### src/hdl/ptc_pkg.sv
// ----------------------------------------------------------------------------
// ptc_pkg
// Shared types and constants for the pressure/temperature compensation
// pipeline: payload structs, calibration set, register indexes and the
// stage records handed between the pipeline modules.
// ----------------------------------------------------------------------------
package ptc_pkg;

	// Register file
	localparam int unsigned CAL_W     = 16;
	localparam int unsigned CFG_IDX_W = 3;

	typedef enum logic [CFG_IDX_W-1:0] {
		REG_PRESSURE_SENSITIVITY = 3'd0,
		REG_PRESSURE_OFFSET      = 3'd1,
		REG_SENS_TEMP_COEFF      = 3'd2,
		REG_OFFSET_TEMP_COEFF    = 3'd3,
		REG_REFERENCE_TEMP       = 3'd4,
		REG_TEMP_COEFF           = 3'd5
	} ptc_reg_e;

	// Fixed datapath constants
	localparam logic signed [19:0] TEMP_REF  = 20'sd2000;   // 20.00 C
	localparam logic signed [18:0] TA_VLOW   = -19'sd3500;  // -15.00 C relative to 20.00 C
	localparam logic signed [19:0] TB_OFFSET = 20'sd3500;   // TEMP + 1500 == TA + 3500
	localparam logic signed [19:0] TEMP_MIN  = -20'sd4000;
	localparam logic signed [19:0] TEMP_MAX  = 20'sd8500;
	localparam logic signed [34:0] PRES_MAX  = 35'sd300000;

	// Payloads
	typedef struct packed {
		logic [23:0] raw_pressure;
		logic [23:0] raw_temperature;
	} ptc_in_t;

	typedef struct packed {
		logic signed [14:0] temperature;
		logic [18:0]        pressure;
		logic               clipped;
	} ptc_out_t;

	typedef struct packed {
		logic [CAL_W-1:0] pressure_sensitivity;
		logic [CAL_W-1:0] pressure_offset;
		logic [CAL_W-1:0] sens_temp_coeff;
		logic [CAL_W-1:0] offset_temp_coeff;
		logic [CAL_W-1:0] reference_temp;
		logic [CAL_W-1:0] temp_coeff;
	} ptc_cal_t;

	// First-order results leaving stage 3
	typedef struct packed {
		logic               valid;
		logic [23:0]        d1;
		logic signed [18:0] ta;     // TEMP - 2000
		logic signed [19:0] tb;     // TEMP + 1500
		logic               low;    // below 20.00 C
		logic               vlow;   // below -15.00 C
		logic signed [35:0] off;
		logic signed [34:0] sens;
		logic [16:0]        ti;
	} ptc_first_t;

	// Second-order terms leaving stage 5
	typedef struct packed {
		logic               valid;
		logic [23:0]        d1;
		logic signed [19:0] t2;
		logic signed [35:0] off;
		logic signed [34:0] sens;
		logic [40:0]        offi;
		logic [40:0]        sensi;
	} ptc_second_t;

endpackage

### src/hdl/ptc_second_order.sv
// ----------------------------------------------------------------------------
// ptc_second_order
// Stages 4 and 5: squares of the temperature offsets, corrected temperature
// and the second-order offset and sensitivity terms for each branch.
// ----------------------------------------------------------------------------
module ptc_second_order import ptc_pkg::*; (
	input  logic        clk,
	input  logic        arst_n,
	input  ptc_first_t  first,
	output ptc_second_t second
);

	// Stage 4: squares and corrected temperature
	logic signed [37:0] mul_ta;
	logic signed [39:0] mul_tb;
	logic signed [19:0] t2_c;
	logic               valid_s4;
	logic [23:0]        d1_s4;
	logic [36:0]        ta2_s4;
	logic [36:0]        tb2_s4;
	logic signed [19:0] t2_s4;
	logic               low_s4;
	logic               vlow_s4;
	logic signed [35:0] off_s4;
	logic signed [34:0] sens_s4;

	assign mul_ta = first.ta * first.ta;
	assign mul_tb = first.tb * first.tb;
	assign t2_c   = $signed({first.ta[18], first.ta}) + TEMP_REF
		- $signed({3'b000, first.ti});

	always_ff @(posedge clk or negedge arst_n) begin
		if (!arst_n) begin
			valid_s4 <= 1'b0;
		end else begin
			valid_s4 <= first.valid;
		end
	end

	always_ff @(posedge clk) begin
		d1_s4   <= first.d1;
		ta2_s4  <= mul_ta[36:0];
		tb2_s4  <= mul_tb[36:0];
		t2_s4   <= t2_c;
		low_s4  <= first.low;
		vlow_s4 <= first.vlow;
		off_s4  <= first.off;
		sens_s4 <= first.sens;
	end

	// Stage 5: OFFi and SENSi by shift and add
	logic [38:0] ta2_x3;
	logic [38:0] ta2_x5;
	logic [39:0] tb2_x7;
	logic [38:0] tb2_x4;
	logic [40:0] offi_c;
	logic [40:0] sensi_c;
	ptc_second_t second_s5;

	assign ta2_x3 = {2'b00, ta2_s4} + {1'b0, ta2_s4, 1'b0};
	assign ta2_x5 = {2'b00, ta2_s4} + {ta2_s4, 2'b00};
	assign tb2_x7 = {tb2_s4, 3'b000} - {3'b000, tb2_s4};
	assign tb2_x4 = {tb2_s4, 2'b00};

	always_comb begin
		if (low_s4) begin
			offi_c  = {3'b000, ta2_x3[38:1]} + (vlow_s4 ? {1'b0, tb2_x7} : 41'd0);
			sensi_c = {5'b00000, ta2_x5[38:3]} + (vlow_s4 ? {2'b00, tb2_x4} : 41'd0);
		end else begin
			offi_c  = {8'h00, ta2_s4[36:4]};
			sensi_c = 41'd0;
		end
	end

	always_ff @(posedge clk or negedge arst_n) begin
		if (!arst_n) begin
			second_s5 <= '0;
		end else begin
			second_s5.valid <= valid_s4;
			second_s5.d1    <= d1_s4;
			second_s5.t2    <= t2_s4;
			second_s5.off   <= off_s4;
			second_s5.sens  <= sens_s4;
			second_s5.offi  <= offi_c;
			second_s5.sensi <= sensi_c;
		end
	end

	assign second = second_s5;

endmodule

### config.mk
export PLATFORM = sky130hd
export DESIGN_NAME = ptc_second_order
export DESIGN_NICKNAME = d
export VERILOG_FILES = /design/src/hdl/ptc_pkg.sv /design/src/hdl/ptc_second_order.sv
export SDC_FILE = /design/constraint.sdc
export NUM_CORES = 2
export LEC_CHECK = 0
export BUFFER_PORTS_ARGS = -buffer_cell sky130_fd_sc_hd__buf_2
export CAP_MARGIN = 20
export CORE_MARGIN = 2
export CORE_UTILIZATION = 57
export CTS_CLUSTER_SIZE = 16
export DETAILED_ROUTE_END_ITERATION = 6
export PLACE_DENSITY = 0.84
export SYNTH_ARGS = -nofsm -noshare
export SYNTH_HDL_FRONTEND = slang
export SYNTH_SLANG_ARGS = --single-unit
### constraint.sdc
create_clock -name clk -period 4.8 [get_ports clk]
set_input_delay 0.96 -clock clk [delete_from_list [all_inputs] [get_ports clk]]
set_output_delay 0.96 -clock clk [all_outputs]
set_load 0.03 [all_outputs]
==> summary.md <==
| Metric | Value |
|---|---|
| Vias per std cell | 5.700 |
| Critical path capture point | ta2_s4[34] |
| Final #Nets | 6877 |
| Avg Inst Size Synth | 9.700 um^2 |
| Final cell count without fillers | 6663 |
| Worst endpoint required time | 5350 ps |
| Clock Pin Slew Worst Setup and Hold Paths | 60 ps |
| Hold Buf Count CTS | 0 |
| Fill cells | 4343 |
| IO Count | 354 |
| Antenna-violating nets left | 0 |
| Post-synth top area share | 31.85% |
| Clk_lat worst skew | 620 ps |
| Final Worst Setup Slack | -2322 ps |
| Final core occ | 75.35% |
| R2R setup slack | -380 ps |
| Worst-path maximum fanout | 7 |
| Clk sinks | 387 |
| Clk root buf | clkbuf_16 |
| Synth Flop Type | dfrtp_1 |
| Setup Crit Path Kind | input pin to flop |
| CTS Buffer Depth | 3 |
| Metal3 WL | 13.65 mm |
| Largest net degree at the start of global routing | 98 |
| Fin. Hold Viols | 0 |
| CTS tree | built |
| Met1 WL | 47.36 mm |
| Worst Hold Class | flop to flop |
| Synth Register Bits | 387 |
| EDFF count, synth | 0 |
| Count leader, synth | inv_1 |
| IO Port Bufs | 352 |
| DRT iter0 DRCs | 3076 |
| First-pass GRT wire length | 203.8 mm |
| Skew final | 37.22 ps |
| Crit. End Element | flop |
| Number of global-route vias before repair | 40090 |
| Netlist cell types | 89 |
| Cell Area, Synth | 43750 um^2 |
| Initial antenna violation count | 9 |
| Tmin final | 7122 ps |
| Core area | 75950 um^2 |
| Post-synthesis cell count | 4510 |
| Sequential fraction of the synthesis area | 19.97% |
| Failing checks | DRC, setup timing |
| Syn Nets | 5792 |
| DR WL met2 | 68.34 mm |
| CP startpoint kind | input pin |
| Area leader, netlist | fa_1 |
| Die W | 281.0 um |
| Top post-synthesis cells by count | 932 x inv_1, 696 x fa_1, 430 x ha_1 |
| Top cells by area, synth | fa_1 32%, ha_1 12%, dfrtp_1 11% |
| Part of the cycle the worst path needs | 148.4% |
| Initial Util | 57.60% |
| Worst Tran Pin Value | 1060 ps |
| Die Height | 281.0 um |
| WL final | 139.9 mm |
| Maxcap violations | 0 |
| Clock buffer count from CTS | 44 |
| Max Transition Viols Final | 0 |
| DRC viols | 8 |
| Vias | 37980 |
| Crit path launch | first[126] |
| Pre-CTS WS | -2730 ps |
| Final setup violation count | 74 |
| CTS H-Tree Depth | 2 |
| Ys async rst share | 51.16% |
| Worst R2R End | second[70] |
| Relative slew slack | 29.20% |
| Fmax | 0.1404 GHz |
| Top routing layer in use | met5 |
| Detail Placement HPWL | 97.63 mm |
| Reg2reg start | ta2_s4[4] |
| Unrepaired setup endpoints after global routing | yes |
| Placed insts | 6483 |
| Synthesis-to-layout area growth | 30.81% |
| GRT overflow | 0 |
| Layout cells sized above 1 | 31.56% |
| GRT Total Usage | 32.99% |
| Avg WL per Cell | 21.00 um |
| Register-to-Register Path Depth | 25 |
| Synth warnings | 0 |
| Run status | finished with violations |
| Crit path DAT | 7670 ps |
| TritonRoute pass-1 iters | 7 |
| Die ar. | 78980 um^2 |
| Gp weighted congestion | 0.9272 |
| Core Rows | 101 |
==> how the worst min path moves through the flow <==
| stage | slack, ps | depth (start not counted) | from | to |
|---|---|---|---|---|
| after global placement | 320 | 0 | d1_s4[4] | second[177] |
| after floorplan | 320 | 0 | sens_s4[18] | second[100] |
| after global routing | 320 | 0 | d1_s4[0] | second[173] |
| after detailed placement | 320 | 0 | sens_s4[19] | second[101] |
| final | 320 | 0 | d1_s4[0] | second[173] |
| after CTS | 320 | 0 | d1_s4[0] | second[173] |
==> flip-flops by register name, summed over array words and instances (netlist names) <==
register	flops
second	197
off_s4	36
ta2_s4	36
tb2_s4	36
sens_s4	35
d1_s4	24
t2_s4	20
low_s4	1
valid_s4	1
vlow_s4	1
==> worst max-delay path: stages <==
cell and delay (ps):
buf_4 160, inv_1 320, nor2_4 80, fa_1 540, fa_1 790, fa_1 530, fa_1 520, fa_1 560
fa_1 450, ha_4 240, ha_4 170, a211oi_4 400, o21ai_2 140, or3_4 440, o211ai_1 120, a2bb2oi_2 210
o21ai_2 110, o41ai_4 270, nor2b_2 90, a311o_1 280, a21oi_2 140, xnor2_1 120
==> through the flow <==
stage	hold WS (ps)	area [um^2]	TNS, ps
floorplan	316.3	45020	-75420
global placement	316.5	52540	-107890
detailed placement	319.5	52540	-115870
CTS	317.5	55440	-63520
global route	320.6	57230	-93900
finish	317.3	57230	-83040
==> cells by family (layout without fill, tap and decap cells) <==
group / Yosys count / in the layout / share of synthesized area [%]
AO/OA/AOI/OAI: 699 / 699 / 10.45
XOR/XNOR: 262 / 262 / 5.245
adder cells (fa/ha/maj): 1126 / 1126 / 44.15
buffers and inverters: 1040 / 2161 / 8.935
flip-flops: 387 / 387 / 19.97
multiplexers: 30 / 30 / 0.7608
other: 2 / 4 / 0.01717
AND/OR/NAND/NOR: 964 / 964 / 10.47
==> final cells by class <==
type / instances / area [um^2] / share of cell area (%)
timing repair buffer: 1139 / 8328 / 14.55
antenna: 2 / 5.005 / 0.008745
clock inverter: 19 / 254.0 / 0.4438
inverter: 940 / 3582 / 6.260
sequential: 387 / 8755 / 15.30
clock buffer: 63 / 1214 / 2.121
multi-input combinational: 3083 / 33800 / 59.06
tap: 1030 / 1289 / 2.252
==> placed cells by master (no fill, tap or decap), types with 21 or more instances in the layout <==
cell,instances
xnor2_1,175
o21a_1,46
inv_2,52
ha_4,53
o21ai_1,23
buf_6,78
nand2_1,260
o21ai_2,29
clkbuf_16,45
nand3_1,28
nor3_1,38
ha_1,366
and2_1,104
dfxtp_1,182
a21oi_1,141
xor2_1,76
nor2_2,21
dfrtp_1,198
o21ai_0,64
a21oi_2,77
a21o_1,112
buf_2,323
o21bai_1,37
mux2_2,24
nand2b_1,42
and2_4,28
nor2_1,230
nor2b_1,27
inv_1,878
buf_4,710
fa_2,40
nand2_2,33
fa_1,656
==> per-layer routing <==
| layer | up-vias | track usage, % |
|---|---|---|
| li1 | 16380 | - |
| met1 | 18590 | 37.45 |
| met2 | 2183 | 57.20 |
| met3 | 822 | 7.224 |
| met4 | 6 | 19.18 |
| met5 | - | 0 |
==> what timing repair did <==
item,CTS,global route
endpoints found under the setup margin,87,98
pin swaps,189,245
endpoints found under the hold margin,0,0
setup buffers,40,78
resized for setup,324,322
Power is not shown: default switching activity piles up to over one toggle a cycle in this logic, so the estimate is an artifact.
