$ cat src/hdl/ptc_pkg.sv
// ----------------------------------------------------------------------------
// ptc_pkg
// Shared types and constants for the pressure/temperature compensation
// pipeline: payload structs, calibration set, register indexes and the
// stage records handed between the pipeline modules.
// ----------------------------------------------------------------------------
package ptc_pkg;

	// Register file
	localparam int unsigned CAL_W     = 16;
	localparam int unsigned CFG_IDX_W = 3;

	typedef enum logic [CFG_IDX_W-1:0] {
		REG_PRESSURE_SENSITIVITY = 3'd0,
		REG_PRESSURE_OFFSET      = 3'd1,
		REG_SENS_TEMP_COEFF      = 3'd2,
		REG_OFFSET_TEMP_COEFF    = 3'd3,
		REG_REFERENCE_TEMP       = 3'd4,
		REG_TEMP_COEFF           = 3'd5
	} ptc_reg_e;

	// Fixed datapath constants
	localparam logic signed [19:0] TEMP_REF  = 20'sd2000;   // 20.00 C
	localparam logic signed [18:0] TA_VLOW   = -19'sd3500;  // -15.00 C relative to 20.00 C
	localparam logic signed [19:0] TB_OFFSET = 20'sd3500;   // TEMP + 1500 == TA + 3500
	localparam logic signed [19:0] TEMP_MIN  = -20'sd4000;
	localparam logic signed [19:0] TEMP_MAX  = 20'sd8500;
	localparam logic signed [34:0] PRES_MAX  = 35'sd300000;

	// Payloads
	typedef struct packed {
		logic [23:0] raw_pressure;
		logic [23:0] raw_temperature;
	} ptc_in_t;

	typedef struct packed {
		logic signed [14:0] temperature;
		logic [18:0]        pressure;
		logic               clipped;
	} ptc_out_t;

	typedef struct packed {
		logic [CAL_W-1:0] pressure_sensitivity;
		logic [CAL_W-1:0] pressure_offset;
		logic [CAL_W-1:0] sens_temp_coeff;
		logic [CAL_W-1:0] offset_temp_coeff;
		logic [CAL_W-1:0] reference_temp;
		logic [CAL_W-1:0] temp_coeff;
	} ptc_cal_t;

	// First-order results leaving stage 3
	typedef struct packed {
		logic               valid;
		logic [23:0]        d1;
		logic signed [18:0] ta;     // TEMP - 2000
		logic signed [19:0] tb;     // TEMP + 1500
		logic               low;    // below 20.00 C
		logic               vlow;   // below -15.00 C
		logic signed [35:0] off;
		logic signed [34:0] sens;
		logic [16:0]        ti;
	} ptc_first_t;

	// Second-order terms leaving stage 5
	typedef struct packed {
		logic               valid;
		logic [23:0]        d1;
		logic signed [19:0] t2;
		logic signed [35:0] off;
		logic signed [34:0] sens;
		logic [40:0]        offi;
		logic [40:0]        sensi;
	} ptc_second_t;

endpackage

$ cat src/hdl/ptc_first_order.sv
// ----------------------------------------------------------------------------
// ptc_first_order
// Stages 1 to 3: temperature difference, three calibration products, its square,
// first-order temperature, offset, sensitivity and temperature correction.
// ----------------------------------------------------------------------------
module ptc_first_order import ptc_pkg::*; (
	input  logic       clk,
	input  logic       arst_n,
	input  logic       in_valid,
	input  ptc_in_t    in_item,
	input  ptc_cal_t   cal,
	output ptc_first_t first
);

	// Stage 1: dT = D2 - C5 * 256
	logic signed [25:0] dt_full;
	logic               valid_s1;
	logic [23:0]        d1_s1;
	logic signed [24:0] dt_s1;

	assign dt_full = $signed({2'b00, in_item.raw_temperature})
		- $signed({2'b00, cal.reference_temp, 8'h00});

	always_ff @(posedge clk or negedge arst_n) begin
		if (!arst_n) begin
			valid_s1 <= 1'b0;
		end else begin
			valid_s1 <= in_valid;
		end
	end

	always_ff @(posedge clk) begin
		d1_s1 <= in_item.raw_pressure;
		dt_s1 <= dt_full[24:0];
	end

	// Stage 2: calibration products and dT squared
	logic signed [41:0] mul_t;
	logic signed [41:0] mul_off;
	logic signed [41:0] mul_sens;
	logic signed [49:0] mul_sq;
	logic               valid_s2;
	logic [23:0]        d1_s2;
	logic signed [41:0] prod_t_s2;
	logic signed [41:0] prod_off_s2;
	logic signed [41:0] prod_sens_s2;
	logic [47:0]        dtsq_s2;

	assign mul_t    = dt_s1 * $signed({1'b0, cal.temp_coeff});
	assign mul_off  = dt_s1 * $signed({1'b0, cal.offset_temp_coeff});
	assign mul_sens = dt_s1 * $signed({1'b0, cal.sens_temp_coeff});
	assign mul_sq   = dt_s1 * dt_s1;

	always_ff @(posedge clk or negedge arst_n) begin
		if (!arst_n) begin
			valid_s2 <= 1'b0;
		end else begin
			valid_s2 <= valid_s1;
		end
	end

	always_ff @(posedge clk) begin
		d1_s2        <= d1_s1;
		prod_t_s2    <= mul_t;
		prod_off_s2  <= mul_off;
		prod_sens_s2 <= mul_sens;
		dtsq_s2      <= mul_sq[47:0];
	end

	// Stage 3: shift down the products and form first-order values
	logic signed [18:0] ta_c;
	logic signed [19:0] tb_c;
	logic signed [35:0] off_c;
	logic signed [34:0] sens_c;
	logic [49:0]        dtsq3;
	logic [16:0]        ti_lo;
	logic [16:0]        ti_hi;
	ptc_first_t         first_s3;

	assign ta_c   = prod_t_s2[41:23];
	assign tb_c   = $signed({ta_c[18], ta_c}) + TB_OFFSET;
	assign off_c  = $signed({4'b0000, cal.pressure_offset, 16'h0000})
		+ $signed({prod_off_s2[41], prod_off_s2[41:7]});
	assign sens_c = $signed({4'b0000, cal.pressure_sensitivity, 15'h0000})
		+ $signed({prod_sens_s2[41], prod_sens_s2[41:8]});
	assign dtsq3  = {2'b00, dtsq_s2} + {1'b0, dtsq_s2, 1'b0};
	assign ti_lo  = dtsq3[49:33];
	assign ti_hi  = {5'b00000, dtsq_s2[47:36]};

	always_ff @(posedge clk or negedge arst_n) begin
		if (!arst_n) begin
			first_s3 <= '0;
		end else begin
			first_s3.valid <= valid_s2;
			first_s3.d1    <= d1_s2;
			first_s3.ta    <= ta_c;
			first_s3.tb    <= tb_c;
			first_s3.low   <= ta_c[18];
			first_s3.vlow  <= (ta_c < TA_VLOW);
			first_s3.off   <= off_c;
			first_s3.sens  <= sens_c;
			first_s3.ti    <= ta_c[18] ? ti_lo : ti_hi;
		end
	end

	assign first = first_s3;

endmodule

$ cat config.mk
export PLATFORM = sky130hd
export DESIGN_NAME = ptc_first_order
export DESIGN_NICKNAME = d
export VERILOG_FILES = /design/src/hdl/ptc_pkg.sv /design/src/hdl/ptc_first_order.sv
export SDC_FILE = /design/constraint.sdc
export NUM_CORES = 2
export LEC_CHECK = 0
export BUFFER_PORTS_ARGS = -buffer_cell sky130_fd_sc_hd__buf_2
export CAP_MARGIN = 20
export CORE_MARGIN = 2
export CORE_UTILIZATION = 46
export CTS_CLUSTER_DIAMETER = 150
export DETAILED_ROUTE_END_ITERATION = 10
export HOLD_SLACK_MARGIN = 0.12
export PLACE_DENSITY = 0.66
export RECOVER_POWER = 50
export SYNTH_ARGS = -nofsm -noshare
export SYNTH_HDL_FRONTEND = slang
export SYNTH_SLANG_ARGS = --single-unit
$ cat constraint.sdc
create_clock -name clk -period 8.5 [get_ports clk]
set_input_delay 0.85 -clock clk [delete_from_list [all_inputs] [get_ports clk]]
set_output_delay 0.85 -clock clk [all_outputs]
set_load 0.02 [all_outputs]
==> impl_results.md <==
- Status: finished with violations
- Failing checks: capacitance limit, slew limit
- Rel. slew slack: -137.5%
- Slowest stage cell, crit path: dfxtp_2
- Post-synth top area share: between 40% and 50%
- Worst Max-Slew Pin Slew: 3.562 ns
- Total Wirelength: ~180000 um
- Synth async-reset ratio: 42.50%
- # IOs: between 300 and 400
- Crit-path cells: buf_4 -> nand2_1 -> fa_1 -> inv_1 -> fa_1 -> inv_1 -> fa_1 -> inv_1 -> fa_1 -> inv_1 -> fa_1 -> inv_1 -> fa_1 -> ha_1 -> nand4_1 -> or4_1 -> o21ai_1 -> o21ai_1 -> a31oi_1 -> a31oi_1 -> o31ai_1 -> a21oi_1 -> xnor2_1
- CTS Buffer Depth: 3
- Final instance area: 78900 sq um
- Synthesis-to-finish area growth: 7.383%
- CP dominant cell by count: fa_1
- Post-Place Cells: 9862
- Mean Syn Cell Area: roughly 9.5 sq um
- Top-count cell post-synth: inv_1
- Sequential-to-total area share from yosys stat: a little over a tenth
- Synth top area cells: fa_1 (48%), inv_1 (11%), ha_1 (9.2%), dfxtp_1 (5.6%), dfrtp_1 (5.2%)
- Worst Skew: between 0.08 and 0.09 ns
- Latest clock arrival within the worst-skew pair: approximately 0.70 ns
- GPL Wtd Cong: roughly 0.93
- Total CTS buffers: 50
- Ys flop type: dfxtp_1
- Starting Density: between 40% and 50%
- Post-synthesis cell type count: 77
- Max Cap Violations: 3
- Post-synthesis cell area: between 70000 and 80000 sq um
- Final setup violating endpoints: 0
- First-pass GRT wire length: ~300000 um
- Total negative slack: 0 ns
- Cells after Synth: 7711
- RSZ-0062 raised after global routing: false
- Synthesis Warnings: 0
- Worst setup SP type: register
- Clock Sinks: 360
- Placed inst area: 77220 sq um
- Detailed Routing Iterations Pass 1: 5
- Slew Limit Fails: ~160
- TritonCTS clock tree: built
- Die area: between 150000 and 200000 sq um
- Setup CP Type: register to register
- Row cnt: around 150
- Hold Crit Class: primary input to register
- Synthesized flop and latch total: 360
- CTS root buf: clkbuf_16
- Vias in the first global route: 55.78k
- Worst EP required: ~9.0 ns
- GRT Util Overall: between 20% and 30%
- H-Tree Level Count: 2
- DRC: 0
- Crit path DAT: about 8.3 ns
- Min Tclk post-route: ~7.8 ns
- CP max stage delay: 0.82 ns
- Wire per inst: roughly 18 um
- Vias per cell: 5.056
- CP Max Fanout: 29
- Final ANT Viol Nets: 0
- Gates resized, CTS repair: 0
- Post-CTS setup buffers: 0
- Die extent in y: a little over 400 um
- Syn Nets: just over 10k
- Largest net degree at the start of global routing: 80
- Total number of vias: roughly 50k
- Final worst-path cycle share: approximately nine tenths
- Die Span X: ~400 um
- Critical Path End Type: register
- Iteration-0 DRC Markers: roughly 2.8k
- Hold Vio Cnt, Final: 0
- Post-synth top cells: inv_1 (2064), fa_1 (1761), nand2_1 (997)
- DPL Wire Length: 143900 um
- Yosys top cell by area: fa_1
- Grt ovf: 0
- Share of cells above drive strength 1: ~5.9%
- Hold Buf Count CTS: 1
- Core Area: ~160000 sq um
- Finished Layout Cells: ~10k
- Max Freq: between 100 and 150 MHz
- Initial antenna violation count: 18
- I/O Buffers: 300
- Number of flops mapped to enable cells by yosys: 0
- Final nets: a little over 10k
- Clock transition at path regs: around 0.06 ns
==> through the flow <==
stage          hold slack [ns]  util (%)  setup WS, ns
2_1_floorplan           0.3096         -         1.342
3_3_place_gp            0.3099     48.70        0.8634
3_5_place_dp            0.3121     48.70        0.8155
4_1_cts                 0.1949     49.82        0.7966
5_1_grt                 0.2236     49.76        0.3486
6_report                0.2643     49.76        0.7291
==> per-layer routing <==
layer	track usage (%)	vias to the layer above	routed length, um	part of all wire (%)
met1	30.70	26110	73040	41
li1	-	22540	-	-
met2	38.94	1405	87420	49
met3	3.272	282	11490	6.5
met4	5.800	14	4690	2.7
met5	0	-	72	0.041
==> layout by cell type (no fill, tap or decap), types with 51 or more instances in the layout <==
master and count:
xnor2_1 173, dfrtp_1 153, buf_2 235, clkbuf_1 78, fa_1 1761, dfxtp_1 182, ha_1 543, o21ai_0 86
buf_4 89, clkbuf_16 51, xor2_1 60, nand2_1 997, a21oi_1 156, inv_1 2064, a21o_1 66, and2_1 582
nor2_1 138
==> cells by family (layout without fill, tap and decap cells) <==
group / Yosys count / in the layout / synth area share, %
AOI/OAI and AO/OA: 481 / 481 / 4.172
xor gates and xnor gates: 233 / 233 / 2.777
adders and majority gates: 2304 / 2304 / 57.22
buffers and inverters: 2384 / 2558 / 12.20
DFF: 360 / 360 / 10.85
muxes: 12 / 12 / 0.1771
other: 0 / 3 / 0
and+or+nand+nor: 1937 / 1937 / 12.60
==> worst paths after layout <==
| path | cells after the start | endpoint | startpoint | slack (ns) |
|---|---|---|---|---|
| max in group asynchronous | 3 | first[115]$_DFF_PN0_ | arst_n | 2.64 |
| min | 1 | d1_s1[22]$_DFF_P_ | in_item[46] | 0.26 |
| max reg2reg | 23 | prod_sens_s2[41]$_DFF_P_ | dt_s1[9]$_DFF_P_ | 0.73 |
| min reg2reg | 0 | first[29]$_DFF_PN0_ | prod_sens_s2[20]$_DFF_P_ | 0.31 |
| min in group asynchronous | 2 | first[134]$_DFF_PN0_ | arst_n | 1.46 |
| max | 23 | prod_sens_s2[41]$_DFF_P_ | dt_s1[9]$_DFF_P_ | 0.73 |
==> registers in the layout (all words and copies together) (netlist names) <==
register,cells
prod_off_s2,35
d1_s2,24
d1_s1,24
dtsq_s2,46
valid_s1,1
valid_s2,1
prod_sens_s2,34
dt_s1,25
first,151
prod_t_s2,19
==> area by class of cell <==
class | instances | area (sq um)
antenna | 3 | 7.507
fill | 14750 | 79660
timing repair buffer | 400 | 2250
multi-input combinational | 4967 | 56540
tap | 2072 | 2592
inverter | 2064 | 7747
clock buffer | 66 | 1383
clock inverter | 28 | 381.6
sequential | 360 | 8004
==> critical path: cells and delay by family (launching register included) <==
| kind | cells | cell delay (ns) |
|---|---|---|
| simple gates | 3 | 0.84 |
| buf+inv | 6 | 0.75 |
| flops | 1 | 0.82 |
| fa+ha+maj | 7 | 3.30 |
| xor+xnor | 1 | 0.13 |
| compound gates | 6 | 1.76 |
Power is left out: the tool's default activity adds up to more than one toggle a clock period on the data nets, which glitch-free logic cannot reach.
