===== src/hdl/ptc_pkg.sv =====
// ----------------------------------------------------------------------------
// ptc_pkg
// Shared types and constants for the pressure/temperature compensation
// pipeline: payload structs, calibration set, register indexes and the
// stage records handed between the pipeline modules.
// ----------------------------------------------------------------------------
package ptc_pkg;

	// Register file
	localparam int unsigned CAL_W     = 16;
	localparam int unsigned CFG_IDX_W = 3;

	typedef enum logic [CFG_IDX_W-1:0] {
		REG_PRESSURE_SENSITIVITY = 3'd0,
		REG_PRESSURE_OFFSET      = 3'd1,
		REG_SENS_TEMP_COEFF      = 3'd2,
		REG_OFFSET_TEMP_COEFF    = 3'd3,
		REG_REFERENCE_TEMP       = 3'd4,
		REG_TEMP_COEFF           = 3'd5
	} ptc_reg_e;

	// Fixed datapath constants
	localparam logic signed [19:0] TEMP_REF  = 20'sd2000;   // 20.00 C
	localparam logic signed [18:0] TA_VLOW   = -19'sd3500;  // -15.00 C relative to 20.00 C
	localparam logic signed [19:0] TB_OFFSET = 20'sd3500;   // TEMP + 1500 == TA + 3500
	localparam logic signed [19:0] TEMP_MIN  = -20'sd4000;
	localparam logic signed [19:0] TEMP_MAX  = 20'sd8500;
	localparam logic signed [34:0] PRES_MAX  = 35'sd300000;

	// Payloads
	typedef struct packed {
		logic [23:0] raw_pressure;
		logic [23:0] raw_temperature;
	} ptc_in_t;

	typedef struct packed {
		logic signed [14:0] temperature;
		logic [18:0]        pressure;
		logic               clipped;
	} ptc_out_t;

	typedef struct packed {
		logic [CAL_W-1:0] pressure_sensitivity;
		logic [CAL_W-1:0] pressure_offset;
		logic [CAL_W-1:0] sens_temp_coeff;
		logic [CAL_W-1:0] offset_temp_coeff;
		logic [CAL_W-1:0] reference_temp;
		logic [CAL_W-1:0] temp_coeff;
	} ptc_cal_t;

	// First-order results leaving stage 3
	typedef struct packed {
		logic               valid;
		logic [23:0]        d1;
		logic signed [18:0] ta;     // TEMP - 2000
		logic signed [19:0] tb;     // TEMP + 1500
		logic               low;    // below 20.00 C
		logic               vlow;   // below -15.00 C
		logic signed [35:0] off;
		logic signed [34:0] sens;
		logic [16:0]        ti;
	} ptc_first_t;

	// Second-order terms leaving stage 5
	typedef struct packed {
		logic               valid;
		logic [23:0]        d1;
		logic signed [19:0] t2;
		logic signed [35:0] off;
		logic signed [34:0] sens;
		logic [40:0]        offi;
		logic [40:0]        sensi;
	} ptc_second_t;

endpackage


===== src/hdl/ptc_pressure.sv =====
// ----------------------------------------------------------------------------
// ptc_pressure
// Stages 6 to 9: net offset and sensitivity, the wide D1 product split into
// two partial products, final pressure and saturation of both results.
// ----------------------------------------------------------------------------
module ptc_pressure import ptc_pkg::*; (
	input  logic        clk,
	input  logic        arst_n,
	input  ptc_second_t second,
	output logic        done,
	output ptc_out_t    result
);

	// Stage 6: OFF - OFFi and SENS - SENSi
	logic               valid_s6;
	logic [23:0]        d1_s6;
	logic signed [19:0] t2_s6;
	logic signed [42:0] off_net_s6;
	logic signed [42:0] sens_net_s6;

	always_ff @(posedge clk or negedge arst_n) begin
		if (!arst_n) begin
			valid_s6 <= 1'b0;
		end else begin
			valid_s6 <= second.valid;
		end
	end

	always_ff @(posedge clk) begin
		d1_s6       <= second.d1;
		t2_s6       <= second.t2;
		off_net_s6  <= $signed({{7{second.off[35]}}, second.off})
			- $signed({2'b00, second.offi});
		sens_net_s6 <= $signed({{8{second.sens[34]}}, second.sens})
			- $signed({2'b00, second.sensi});
	end

	// Stage 7: partial products of D1 with the high and low halves
	logic signed [46:0] mul_hi;
	logic signed [46:0] mul_lo;
	logic               valid_s7;
	logic signed [19:0] t2_s7;
	logic signed [42:0] off_net_s7;
	logic signed [46:0] part_hi_s7;
	logic signed [46:0] part_lo_s7;

	assign mul_hi = $signed({1'b0, d1_s6}) * $signed(sens_net_s6[42:21]);
	assign mul_lo = $signed({1'b0, d1_s6}) * $signed({1'b0, sens_net_s6[20:0]});

	always_ff @(posedge clk or negedge arst_n) begin
		if (!arst_n) begin
			valid_s7 <= 1'b0;
		end else begin
			valid_s7 <= valid_s6;
		end
	end

	always_ff @(posedge clk) begin
		t2_s7      <= t2_s6;
		off_net_s7 <= off_net_s6;
		part_hi_s7 <= mul_hi;
		part_lo_s7 <= mul_lo;
	end

	// Stage 8: combine the partial products
	logic               valid_s8;
	logic signed [19:0] t2_s8;
	logic signed [42:0] off_net_s8;
	logic signed [67:0] prod_s8;

	always_ff @(posedge clk or negedge arst_n) begin
		if (!arst_n) begin
			valid_s8 <= 1'b0;
		end else begin
			valid_s8 <= valid_s7;
		end
	end

	always_ff @(posedge clk) begin
		t2_s8      <= t2_s7;
		off_net_s8 <= off_net_s7;
		prod_s8    <= $signed({part_hi_s7, 21'd0})
			+ $signed({{21{part_lo_s7[46]}}, part_lo_s7});
	end

	// Stage 9: subtract offset, scale and saturate
	logic signed [47:0] q_c;
	logic signed [34:0] p2_c;
	logic               pres_low;
	logic               pres_high;
	logic               temp_low;
	logic               temp_high;
	ptc_out_t           out_c;
	logic               done_s9;
	ptc_out_t           result_s9;

	assign q_c       = $signed({prod_s8[67], prod_s8[67:21]})
		- $signed({{5{off_net_s8[42]}}, off_net_s8});
	assign p2_c      = q_c[47:13];
	assign pres_low  = p2_c[34];
	assign pres_high = (p2_c > PRES_MAX);
	assign temp_low  = (t2_s8 < TEMP_MIN);
	assign temp_high = (t2_s8 > TEMP_MAX);

	always_comb begin
		out_c.clipped = pres_low | pres_high | temp_low | temp_high;
		if (temp_low) begin
			out_c.temperature = TEMP_MIN[14:0];
		end else if (temp_high) begin
			out_c.temperature = TEMP_MAX[14:0];
		end else begin
			out_c.temperature = t2_s8[14:0];
		end
		if (pres_low) begin
			out_c.pressure = 19'd0;
		end else if (pres_high) begin
			out_c.pressure = PRES_MAX[18:0];
		end else begin
			out_c.pressure = p2_c[18:0];
		end
	end

	always_ff @(posedge clk or negedge arst_n) begin
		if (!arst_n) begin
			done_s9 <= 1'b0;
		end else begin
			done_s9 <= valid_s8;
		end
	end

	always_ff @(posedge clk) begin
		result_s9 <= out_c;
	end

	assign done   = done_s9;
	assign result = result_s9;

endmodule


===== config.mk =====
export PLATFORM = sky130hd
export DESIGN_NAME = ptc_pressure
export DESIGN_NICKNAME = d
export VERILOG_FILES = /design/src/hdl/ptc_pkg.sv /design/src/hdl/ptc_pressure.sv
export SDC_FILE = /design/constraint.sdc
export NUM_CORES = 2
export LEC_CHECK = 0
export CAP_MARGIN = 20
export CORE_UTILIZATION = 46
export DETAILED_ROUTE_END_ITERATION = 8
export DONT_BUFFER_PORTS = 1
export GPL_TIMING_DRIVEN = 1
export RECOVER_POWER = 25
export SYNTH_ARGS = -nofsm -noshare
export SYNTH_HDL_FRONTEND = slang
export SYNTH_SLANG_ARGS = --single-unit

===== constraint.sdc =====
create_clock -name clk -period 6.9 [get_ports clk]
set_clock_uncertainty 0.1 [all_clocks]
set_input_delay 0.69 -clock clk [delete_from_list [all_inputs] [get_ports clk]]
set_output_delay 0.69 -clock clk [all_outputs]
set_load 0.02 [all_outputs]

==> impl_metrics.csv <==
group,metric,value,unit
clock_network,cts_max_path_buffers,3,
logic_synthesis,syn_area,50800,µm²
worst_setup_path,startpoint,"sens_net_s6[4]",
placement,port-buffer-count,0,
sta,fmax,139,MHz
floorplanning,dieArea,112000,µm²
clock_network,clk_pin_slew_worst_paths,0.07,ns
clock_network,h-tree-depth,2,
global_routing,grt.total_usage,23.6,%
global_routing,grt_pass1_vias,38810,
logic_synthesis,synth-edff-count,0,
placement,routabilityCongestion,0.902,
hold_path,holdPathStages,1,
routing,wl,130000,µm
worst_setup_path,reg2reg_depth,25,
logic_synthesis,synth_seq_cells,413,
finish,drive_gt1_share,11.8,%
sta,fin_crit_sh,104,%
floorplanning,die_x,334,µm
logic_synthesis,syn_area_per_cell,9.11,µm²
logic_synthesis,synth_cell_types,85,
routing,drt-initial-drc-count,1932,
sta,finalSetupViolCount,20,
clock_network,cts_root_buffer,"clkbuf_16",
logic_synthesis,synth-async-reset-ratio,0.969,%
global_routing,antenna_found_initial,5,
clock_network,clkSinkCount,413,
sta,rsz0062_at_grt,"true",
worst_setup_path,start_kind,"flop",
logic_synthesis,synth-simple-area-share,15.9,%
hold_path,holdPathEnd,"off_net_s6[41]",
logic_synthesis,synth_top_family_by_area,"adder cells",
clock_network,clkLatencyLatePin,0.64,ns
routing,drc,0,
worst_setup_path,worstPathArrival,7.59,ns
floorplanning,num_rows,121,
logic_synthesis,synth_flop_cell,"dfxtp_1",
logic_synthesis,synth_top_area_share,33.7,%
clock_network,numCtsBuffers,46,
routing,first_pass_iters,5,
global_routing,grt_pass1_wl,210000,µm
logic_synthesis,synth_xor_area_share,3.39,%
worst_setup_path,required,7.32,ns
logic_synthesis,yosysTopAreaCell,"fa_1",
sta,fin_crit,7.17,ns
hold_path,min-delay-start,"second[152]",
logic_synthesis,synth_fa_ha_area_share,45.9,%
logic_synthesis,synthCells,5578,
finish,areaGrowthSynthToFinish,14.9,%
finish,layout_commonest_cell,"inv_1",
logic_synthesis,synth_compound_area_share,8.16,%
placement,dp.cells,7186,
floorplanning,core,109000,µm²
worst_setup_path,crit_type,"flop to flop",
sta,hold_slack,0.0987,ns
sta,relSlewSlack,30.8,%
worst_setup_path,r2r_end,"part_lo_s7[44]",
worst_setup_path,cp_max_fo,6,
logic_synthesis,synthMuxAreaShare,0.123,%
sta,worst_pin_slew,1.04,ns
sta,setup_slack,-0.269,ns
worst_setup_path,cp-end-kind,"flop",
logic_synthesis,yosysWarnings,0,
global_routing,gr-total-overflow,0,
floorplanning,die_h,334,µm
routing,viasPerCell,5.07,
floorplanning,num_io_pins,236,
status,status,"complete, but fails checks",
sta,finalHoldViolations,0,
hold_path,hp-class,"input port to flop",
sta,setup_tns,-2.03,ns
worst_setup_path,rrSetupSlack,-0.27,ns
sta,drv_slew,0,
routing,wl_per_cell,17.6,µm
job,cap_violations,0,
routing,vias,37339,
status,violations,"negative setup slack",
routing,ant_nets,0,
logic_synthesis,synthTopCellsByArea,"fa_1 (34%), dfxtp_1 (16%), ha_1 (12%)",
finish,nNetsFinal,7399,
clock_network,cts_tree,"yes",
global_routing,grt_max_degree,22,
placement,post-dp-hpwl,109000,µm
logic_synthesis,synthesis.nets,7130,
finish,fin_cells,7360,
floorplanning,start_util,46.6,%
worst_setup_path,r2r-start,"sens_net_s6[4]",
finish,mostFrequentLayoutCells,"inv_1 (1125), fa_1 (830), nand2_1 (624)",
logic_synthesis,ys_seq_area_share,16.3,%
==> cells in the mapped netlist (5+ instances only) <==
master	count
o21a_1	28
a221oi_1	5
nand4_1	36
o41ai_1	8
and3_1	25
o21ai_1	12
o21bai_1	16
o31a_1	6
nor2b_1	35
o211ai_1	20
nand4b_1	6
a21o_1	111
xor2_1	65
a31oi_1	34
nand2_1	630
a31o_2	5
a211oi_1	24
o31ai_1	13
and4_1	6
nand3_1	60
a21oi_1	157
dfxtp_1	409
o21ai_0	107
nor2_1	158
nand2b_1	49
a211o_1	11
a2111oi_0	7
nor3_1	40
clkbuf_1	210
nor4_1	11
buf_2	13
ha_1	497
a21boi_0	11
or3_1	13
nor3b_1	6
o2111ai_1	5
xnor2_1	132
a21oi_2	5
and2_1	506
inv_1	1147
fa_1	855
==> timing repair <==
item / CTS / global route
hold buffers: 46 / 0
buffers inserted: 17 / 24
gates resized for setup: 146 / 138
setup endpoints to repair: 36 / 37
pin swaps: 74 / 70
gates cloned: 2 / 2
endpoints found under the hold margin: 49 / 0
==> critical path, stage by stage, from the launching register on <==
cell and delay (ns):
dfxtp_2 0.36, buf_4 0.14, and2_1 0.16, fa_2 0.37, fa_1 0.54, inv_1 0.05, fa_1 0.49, inv_2 0.04
fa_1 0.51, inv_2 0.04, fa_1 0.48, fa_2 0.54, inv_2 0.04, fa_1 0.52, ha_4 0.21, a21o_1 0.17
a221o_1 0.37, a2111oi_4 0.26, o21bai_2 0.16, o21ai_4 0.22, o21ai_4 0.09, a221o_2 0.43, a41o_1 0.23, buf_6 0.13
a211o_1 0.26, xnor2_1 0.13
==> routing by layer <==
layer | global-route usage (%) | vias to the layer above | part of all wire (%)
li1 | - | 17707 | -
met1 | 32.6 | 18624 | 45
met2 | 38.9 | 860 | 47
met3 | 3.08 | 146 | 4.9
met4 | 6.09 | 2 | 2.5
met5 | 0 | - | 0.0062
==> state kept, by name, summed over array words and instances (netlist names) <==
| signal | flops |
|---|---|
| part_hi_s7 | 47 |
| prod_s8 | 47 |
| off_net_s6 | 43 |
| off_net_s7 | 43 |
| off_net_s8 | 43 |
| sens_net_s6 | 43 |
| result | 35 |
| d1_s6 | 24 |
| part_lo_s7 | 24 |
| t2_s6 | 20 |
| t2_s7 | 20 |
| t2_s8 | 20 |
| done | 1 |
| valid_s6 | 1 |
| valid_s7 | 1 |
| valid_s8 | 1 |
==> how the worst max path moves through the flow <==
stage                endpoint  slack [ns]  depth (start not counted)
2_1_floorplan  part_hi_s7[45]       0.004                         23
3_3_place_gp   part_hi_s7[44]       -0.58                         28
3_5_place_dp   part_lo_s7[44]       -0.63                         23
4_1_cts        part_lo_s7[44]       -0.30                         25
5_1_grt        part_lo_s7[41]       -0.43                         26
6_report       part_lo_s7[44]       -0.27                         25
==> logic make-up (layout without fill, tap and decap cells) <==
| group | after synthesis | after routing |
|---|---|---|
| AOI/OAI and AO/OA | 627 | 627 |
| muxes | 6 | 6 |
| DFF | 413 | 413 |
| xor gates and xnor gates | 197 | 197 |
| other | 0 | 2 |
| and+or+nand+nor | 1610 | 1610 |
| adders and majority gates | 1352 | 1352 |
| buffers and inverters | 1373 | 1677 |
==> layout make-up <==
class	instances	area, µm²
timing repair buffer	447	4170
antenna	2	5.00
tap	1476	1850
sequential	413	8370
multi-input combinational	3792	38100
fill	10044	50800
clock buffer	54	1210
inverter	1147	4310
clock inverter	29	375
==> through the flow <==
step | cell area, µm² | setup WS, ns | utilization, %
global placement | 54900 | -0.583 | 50.3
detailed placement | 54900 | -0.633 | 50.3
global route | 58400 | -0.427 | 53.5
finish | 58400 | -0.269 | 53.5
floorplan | 50900 | 0.00355 | -
CTS | 57700 | -0.297 | 52.8
Power is left out: the tool's default activity adds up to more than one toggle a clock period on the data nets, which glitch-free logic cannot reach.
